`src/rtl/ttyrf_pkg.sv`:
```
`default_nettype none

package ttyrf_pkg;

  // bus event carried by one input word
  typedef enum logic [1:0] {
    CMD_TICK  = 2'd0,
    CMD_READ  = 2'd1,
    CMD_WRITE = 2'd2
  } cmd_e;

  // port numbers
  localparam logic [1:0] PORT_DATA   = 2'd0;  // id word on read, tx char on write
  localparam logic [1:0] PORT_RX     = 2'd1;  // rx char on read, mode on write
  localparam logic [1:0] PORT_STATUS = 2'd2;  // ready flag on read

  // configuration register indexes
  localparam logic [1:0] CFG_TICK_PERIOD = 2'd0;
  localparam logic [1:0] CFG_DEVICE_ID   = 2'd1;

  localparam int unsigned RateW = 10;
  localparam int unsigned ByteW = 8;
  localparam int unsigned WordW = 32;

  localparam logic [RateW-1:0] TickPeriodReset = 10'd50;
  localparam logic [ByteW-1:0] DeviceIdReset   = 8'd0;

  // bytes id, 't', 't', 'y' little-endian
  localparam logic [WordW-1:0] IdWordBase = 32'h7974_7400;

endpackage

`default_nettype wire

```
`src/rtl/ttyrf_ram.sv`:
```
`default_nettype none

module ttyrf_ram #(
  parameter int unsigned Width = 8,
  parameter int unsigned Depth = 16
) (
  input  wire logic                     clk_i,
  input  wire logic                     we_i,
  input  wire logic [$clog2(Depth)-1:0] waddr_i,
  input  wire logic [Width-1:0]         wdata_i,
  input  wire logic [$clog2(Depth)-1:0] raddr_i,
  output logic      [Width-1:0]         rdata_o
);

  logic [Width-1:0] mem_q [Depth];
  logic [Width-1:0] rdata_q;

  // read returns the old contents on a same-address write
  always_ff @(posedge clk_i) begin
    if (we_i) begin
      mem_q[waddr_i] <= wdata_i;
    end
    rdata_q <= mem_q[raddr_i];
  end

  assign rdata_o = rdata_q;

endmodule

`default_nettype wire

```
`src/rtl/tty_receive_fifo_device.sv`:
```
`default_nettype none

// Terminal receive device with three ports. Every input word is one bus event
// (tick, port read or port write) and also carries the host input byte that is
// waiting now. Port 0 reads the id word and writes a character out, port 1
// reads a received character (sign-extended) and writes the mode (zero is
// polling, nonzero is interrupt and restarts the tick counter), port 2 reads
// the ready status. In interrupt mode a tick that finds the counter equal to
// the tick period register samples the host byte, if one is waiting, into a
// FIFO_DEPTH ring (dropping the oldest entry when it fills) and pulses irq.
// One word is accepted every cycle unless the result stalls, and each word
// gives exactly one result word: a word accepted at a clock edge is held in
// the input register, and its result then comes from the result register.
// A result that waits on m_axis_tready holds the input register, so the input
// side stalls with it; input and result move in the same cycle when the
// receiver is ready. The ring sits in a RAM whose read port is always
// addressed with the next head pointer, so the head byte is ready for the
// following word; a write that lands on that address is forwarded. Ring
// entries are only read after they are written, so no clearing pass is needed
// after reset.
module tty_receive_fifo_device #(
  parameter int unsigned FIFO_DEPTH = 16
) (
  input  wire logic        clk_i,
  input  wire logic        rst_ni,

  // configuration write port
  input  wire logic        cfg_we_i,
  input  wire logic [1:0]  cfg_idx_i,
  input  wire logic [9:0]  cfg_wdata_i,

  // input words
  input  wire logic        s_axis_tvalid,
  output logic             s_axis_tready,
  // wdata[31:0], rx_valid[32], rx_byte[40:33], zero[47:41]
  input  wire logic [47:0] s_axis_tdata,
  // cmd[1:0], port[3:2]
  input  wire logic [3:0]  s_axis_tuser,

  // result words
  output logic             m_axis_tvalid,
  input  wire logic        m_axis_tready,
  // rdata[31:0], tx_valid[32], tx_byte[40:33], rx_taken[41], irq[42], zero[47:43]
  output logic [47:0]      m_axis_tdata
);

  localparam int unsigned IdxW = $clog2(FIFO_DEPTH);
  localparam logic [IdxW-1:0] LastIdx = IdxW'(FIFO_DEPTH - 1);

  // index advance with wrap at the ring depth
  function automatic logic [IdxW-1:0] wrap_inc(input logic [IdxW-1:0] idx);
    logic [IdxW-1:0] nxt;
    nxt = (idx == LastIdx) ? '0 : idx + IdxW'(1);
    return nxt;
  endfunction

  // configuration registers
  logic [ttyrf_pkg::RateW-1:0] tick_period_q;
  logic [ttyrf_pkg::ByteW-1:0] device_id_q;

  always_ff @(posedge clk_i or negedge rst_ni) begin
    if (!rst_ni) begin
      tick_period_q <= ttyrf_pkg::TickPeriodReset;
      device_id_q   <= ttyrf_pkg::DeviceIdReset;
    end else if (cfg_we_i) begin
      unique case (cfg_idx_i)
        ttyrf_pkg::CFG_TICK_PERIOD: tick_period_q <= cfg_wdata_i;
        ttyrf_pkg::CFG_DEVICE_ID:   device_id_q   <= cfg_wdata_i[ttyrf_pkg::ByteW-1:0];
        default: ;
      endcase
    end
  end

  // input register
  logic                        in_valid_q;
  ttyrf_pkg::cmd_e             in_cmd_q;
  logic [1:0]                  in_port_q;
  logic [ttyrf_pkg::WordW-1:0] in_wdata_q;
  logic                        in_rx_valid_q;
  logic [ttyrf_pkg::ByteW-1:0] in_rx_byte_q;

  // result register
  logic                        out_valid_q;
  logic [ttyrf_pkg::WordW-1:0] out_rdata_q, out_rdata_d;
  logic                        out_tx_valid_q, out_tx_valid_d;
  logic [ttyrf_pkg::ByteW-1:0] out_tx_byte_q, out_tx_byte_d;
  logic                        out_rx_taken_q, out_rx_taken_d;
  logic                        out_irq_q, out_irq_d;

  // device state
  logic                        int_mode_q, int_mode_d;
  logic [ttyrf_pkg::RateW-1:0] tick_cnt_q, tick_cnt_d;
  logic [IdxW-1:0]             wr_idx_q, wr_idx_d;
  logic [IdxW-1:0]             rd_idx_q, rd_idx_d;

  // head forwarding around the ram read latency
  logic                        fwd_hit_q, fwd_hit_d;
  logic [ttyrf_pkg::ByteW-1:0] fwd_byte_q;
  logic [ttyrf_pkg::ByteW-1:0] ram_rdata;
  logic [ttyrf_pkg::ByteW-1:0] head_byte;

  logic                        ring_we;
  logic                        ring_ready;
  logic [IdxW-1:0]             wr_next;
  logic                        advance;

  // the word in the input register moves on when the result slot frees up
  assign advance       = in_valid_q && (!out_valid_q || m_axis_tready);
  assign s_axis_tready = !in_valid_q || advance;

  assign ring_ready = (wr_idx_q != rd_idx_q);
  assign head_byte  = fwd_hit_q ? fwd_byte_q : ram_rdata;
  assign wr_next    = wrap_inc(wr_idx_q);

  always_comb begin
    out_rdata_d    = '0;
    out_tx_valid_d = 1'b0;
    out_tx_byte_d  = '0;
    out_rx_taken_d = 1'b0;
    out_irq_d      = 1'b0;
    int_mode_d     = int_mode_q;
    tick_cnt_d     = tick_cnt_q;
    wr_idx_d       = wr_idx_q;
    rd_idx_d       = rd_idx_q;
    ring_we        = 1'b0;

    if (advance) begin
      unique case (in_cmd_q)
        ttyrf_pkg::CMD_TICK: begin
          if (int_mode_q) begin
            if (tick_cnt_q == tick_period_q) begin
              tick_cnt_d = '0;
              if (in_rx_valid_q) begin
                ring_we        = 1'b1;
                wr_idx_d       = wr_next;
                out_rx_taken_d = 1'b1;
                out_irq_d      = 1'b1;
                // ring full: drop the oldest byte
                if (wrap_inc(wr_next) == rd_idx_q) begin
                  rd_idx_d = wrap_inc(rd_idx_q);
                end
              end
            end else begin
              tick_cnt_d = tick_cnt_q + 1'b1;
            end
          end
        end
        ttyrf_pkg::CMD_READ: begin
          unique case (in_port_q)
            ttyrf_pkg::PORT_DATA: begin
              out_rdata_d = ttyrf_pkg::IdWordBase | {24'd0, device_id_q};
            end
            ttyrf_pkg::PORT_RX: begin
              if (!int_mode_q) begin
                if (in_rx_valid_q) begin
                  out_rdata_d    = {{24{in_rx_byte_q[7]}}, in_rx_byte_q};
                  out_rx_taken_d = 1'b1;
                end
              end else if (ring_ready) begin
                out_rdata_d = {{24{head_byte[7]}}, head_byte};
                rd_idx_d    = wrap_inc(rd_idx_q);
              end
            end
            ttyrf_pkg::PORT_STATUS: begin
              out_rdata_d = {31'd0, int_mode_q ? ring_ready : in_rx_valid_q};
            end
            default: ;
          endcase
        end
        ttyrf_pkg::CMD_WRITE: begin
          if (in_port_q == ttyrf_pkg::PORT_DATA) begin
            out_tx_valid_d = 1'b1;
            out_tx_byte_d  = in_wdata_q[ttyrf_pkg::ByteW-1:0];
          end else if (in_port_q == ttyrf_pkg::PORT_RX) begin
            if (in_wdata_q == '0) begin
              int_mode_d = 1'b0;
            end else begin
              int_mode_d = 1'b1;
              tick_cnt_d = '0;
            end
          end
        end
        default: ;
      endcase
    end

    // ram reads the next head this cycle; a write to it must be forwarded
    fwd_hit_d = ring_we && (wr_idx_q == rd_idx_d);
  end

  ttyrf_ram #(
    .Width (ttyrf_pkg::ByteW),
    .Depth (FIFO_DEPTH)
  ) u_ring (
    .clk_i   (clk_i),
    .we_i    (ring_we),
    .waddr_i (wr_idx_q),
    .wdata_i (in_rx_byte_q),
    .raddr_i (rd_idx_d),
    .rdata_o (ram_rdata)
  );

  // control state
  always_ff @(posedge clk_i or negedge rst_ni) begin
    if (!rst_ni) begin
      in_valid_q  <= 1'b0;
      out_valid_q <= 1'b0;
      int_mode_q  <= 1'b0;
      tick_cnt_q  <= '0;
      wr_idx_q    <= '0;
      rd_idx_q    <= '0;
      fwd_hit_q   <= 1'b0;
    end else begin
      if (s_axis_tready) begin
        in_valid_q <= s_axis_tvalid;
      end
      if (advance) begin
        out_valid_q <= 1'b1;
      end else if (m_axis_tready) begin
        out_valid_q <= 1'b0;
      end
      int_mode_q <= int_mode_d;
      tick_cnt_q <= tick_cnt_d;
      wr_idx_q   <= wr_idx_d;
      rd_idx_q   <= rd_idx_d;
      fwd_hit_q  <= fwd_hit_d;
    end
  end

  // payload registers
  always_ff @(posedge clk_i) begin
    if (s_axis_tready && s_axis_tvalid) begin
      in_cmd_q      <= ttyrf_pkg::cmd_e'(s_axis_tuser[1:0]);
      in_port_q     <= s_axis_tuser[3:2];
      in_wdata_q    <= s_axis_tdata[31:0];
      in_rx_valid_q <= s_axis_tdata[32];
      in_rx_byte_q  <= s_axis_tdata[40:33];
    end
    if (advance) begin
      out_rdata_q    <= out_rdata_d;
      out_tx_valid_q <= out_tx_valid_d;
      out_tx_byte_q  <= out_tx_byte_d;
      out_rx_taken_q <= out_rx_taken_d;
      out_irq_q      <= out_irq_d;
    end
    if (ring_we) begin
      fwd_byte_q <= in_rx_byte_q;
    end
  end

  assign m_axis_tvalid = out_valid_q;
  assign m_axis_tdata  = {5'd0, out_irq_q, out_rx_taken_q, out_tx_byte_q,
                          out_tx_valid_q, out_rdata_q};

endmodule

`default_nettype wire

```
`config.mk`:
```
export PLATFORM = sky130hd
export DESIGN_NAME = tty_receive_fifo_device
export DESIGN_NICKNAME = d
export VERILOG_FILES = /design/src/rtl/ttyrf_pkg.sv /design/src/rtl/ttyrf_ram.sv /design/src/rtl/tty_receive_fifo_device.sv
export SDC_FILE = /design/constraint.sdc
export NUM_CORES = 1
export LEC_CHECK = 0
export BUFFER_PORTS_ARGS = -buffer_cell sky130_fd_sc_hd__buf_2
export CAP_MARGIN = 0
export CORE_ASPECT_RATIO = 0.9
export CORE_UTILIZATION = 30
export CTS_BUF_LIST = sky130_fd_sc_hd__clkbuf_16
export DETAILED_ROUTE_END_ITERATION = 12
export GPL_TIMING_DRIVEN = 0
export REMOVE_ABC_BUFFERS = 1
export SLEW_MARGIN = 20
export SYNTH_ARGS = -nofsm -noshare
export SYNTH_HDL_FRONTEND = slang
export SYNTH_SLANG_ARGS = --single-unit
```
`constraint.sdc`:
```
create_clock -name clk_i -period 4.6 [get_ports clk_i]
set_input_delay 0.92 -clock clk_i [delete_from_list [all_inputs] [get_ports clk_i]]
set_output_delay 0.92 -clock clk_i [all_outputs]
set_load 0.02 [all_outputs]
```
==> metrics <==
Avg Inst Size Synth ~14 um2; Max FO, Critical Path 25; total CTS buffers 24; global-route wire length before repair between 30,000 and 40,000 um; Syn Inst Count 763; total iterations of the first detailed-routing run 5; Clock transition at path regs around 70 ps; R2R setup slack approximately 120 ps; min-delay src in_valid_q; most frequent cells in the layout 202 x edfxtp_1, 106 x buf_2, 49 x o21ai_0; mapped cell area 10,700 um2; DRT antenna net count 0; asr flop ratio synth between 10% and 20%; CP cell instances inv_1, ha_1, a21oi_1, o21ai_0, a21oi_1, a21boi_1, or2_1, o311a_4, nor2_4, buf_4, mux2_2, a2111oi_1, nand3_1; r2r worst-path depth 13; share of cells above drive strength 1 between 20% and 30%; vias in the first global route 6,347; slowest stage delay, CP 830 ps; Worst Path Arrival approximately 4800 ps; Synth Register Bits 250; Post-synth EDFFs about 200; status finished clean; Worst Hold Class reg2reg; clk buf depth 3; Final Non-Filler Cells 1,333; commonest non-fill, non-tap cell in the layout edfxtp_1; final estimated routing congestion in global placement 0.825; Reg2Reg Launch Point wr_idx_q[0]; Top Ports around 120; Worst Tran Pin Value ~1000 ps; GRT Overall Usage approximately 13%; Top FF cell, synth edfxtp_1; post-synthesis sequential area ratio about two thirds; Crit path required time 4960 ps; Die H about 180 um; Clock Latency Late Sink ~520 ps; Tmin final about 4500 ps; Final nets 922; setup TNS 0 ps; Leak between 4 and 5 nW; Hold Path End m_axis_tvalid; worst-case clock skew 13.4 ps; port buffer count 106; critical path's slowest cell a2111oi_1; Max-Cap Viols 0; Reg-to-Reg End u_ring.rdata_o[0]; P per Cell Area around 460 nW/um2; final core utilization ~35%; drt total wl 23,900 um; synth unique cells 73; die width a little over 200 um; timing-limited maximum frequency approximately 0.22 GHz; std cell rows between 60 and 70; Die ar. 36,500 um2; Setup crit start kind flop; Final Hold Fails 0; CTS tree built; placed instance count between 1,000 and 1,500; hold-critical path depth 1; clock tree root buffer cell clkbuf_16; CP most frequent cell a21oi_1; H-tree depth 1; Final WS setup approximately 120 ps; post-place instance area roughly 12,000 um2; peak supply drop approximately 0.00028 V; Area growth, synth to finish 16.3%; Yosys warnings 0; Final HPWL DP 16,100 um; DP Worst Slack -585 ps; final period utilization a little under 100%; Wirelength per Cell approximately 18 um; residual DRC count 0; CTS Sinks 250; drt first-iter violations 571; # hold bufs at CTS 0; critical path class reg2reg; Vias around 6,600; fin. max-slew vios 0; Worst Setup End Kind flop; Via-to-Cell Ratio a little under 5; Antenna Cells 0; Finish-stage setup viols 0; pin count of the biggest net entering global routing 41; Core Region around 35,000 um2; grt total ovfl 0; unrepaired setup endpoints after global routing no; Initial Utilization between 30 and 40%; post-route cell area about 12,000 um2; initial antenna violation count 0; Max-Slew Margin vs Limit around a third
[area by class of cell]
cell class,count,area [um2]
flip-flops and latches,250,7230
clock inverters,19,133
fillers,3355,22700
inverters,12,47.5
well taps,469,587
repair buffers,117,673
multi-input cells,441,3160
clock buffers,25,626
[worst max-delay path by stage]
stage | depth (start not counted) | endpoint | startpoint
global route | 13 | u_ring.rdata_o[0] | wr_idx_q[0]
global placement | 7 | u_ring.mem_q[3][7] | tick_period_q[1]
CTS | 14 | u_ring.rdata_o[5] | wr_idx_q[0]
detailed placement | 12 | u_ring.rdata_o[7] | wr_idx_q[0]
finish | 13 | u_ring.rdata_o[0] | wr_idx_q[0]
floorplan | 7 | u_ring.mem_q[3][0] | tick_period_q[1]
[synth_stat cells (all sizes together), types with 16 or more instances]
cell type,number,area (um2)
and3,16,100
mux2,45,522
mux2i,21,210
dfrtp,37,926
a21oi,30,161
edfxtp,202,6070
nand3,44,220
nand2,27,101
buf,45,329
clkbuf,20,75.1
xnor2,17,156
nand2b,17,106
o21ai,52,260
nor2,36,143
[worst max-delay path: cells and delay by family, from the launching register on]
kind                     cells  cell delay, ps
AO/OA/AOI/OAI                6            2070
AND/OR/NAND/NOR              3             700
flip-flops                   1             490
adder cells (fa/ha/maj)      1             360
buffers and inverters        2             340
multiplexers                 1             330
[state kept, by name (all words and copies together) (netlist names), 2 cells and up]
signal and flops:
u_ring.mem_q 128, in_wdata_q 32, out_rdata_q 10, tick_cnt_q 10, tick_period_q 10, device_id_q 8
fwd_byte_q 8, in_rx_byte_q 8, out_tx_byte_q 8, u_ring.rdata_o 8, rd_idx_q 4, wr_idx_q 4
in_cmd_q 2, in_port_q 2
[repair_timing]
item	in CTS	in global routing
endpoints found under the setup margin	8	5
setup buffers	4	0
pin swaps	2	0
cloned	1	0
resized for setup	8	3
[layer usage]
layer | track usage [%] | share of wire [%] | vias up
li1 | - | - | 3057
met1 | 19.1 | 48 | 3219
met2 | 19.3 | 44 | 238
met3 | 1.91 | 5.4 | 36
met4 | 3.88 | 2.3 | 0
met5 | 0 | 0 | -
[per-stage QoR]
step                hold slack [ps]  power [mW]
floorplan                       457        3.38
global placement                465        3.68
detailed placement              484        3.76
CTS                             497        5.71
global route                    526        5.91
finish                          486        5.68
[cells by family (layout without fill, tap and decap cells)]
group                      after synthesis  in the layout  share of synthesized area [%]
buffers and inverters                   77            173                           4.21
DFF                                    250            250                           67.5
and+or+nand+nor                        198            198                           9.83
muxes                                   66             66                           6.83
xor gates and xnor gates                19             19                           1.62
other                                    1              5                         0.0350
AOI/OAI and AO/OA                      145            146                           9.18
adders and majority gates                7              7                          0.817
[power by group]
group          switching (mW)  internal [mW]
Sequential              0.131           2.59
Combinational           0.578          0.468
Clock                   0.823           1.09
Power figures use the tool's default switching activity.
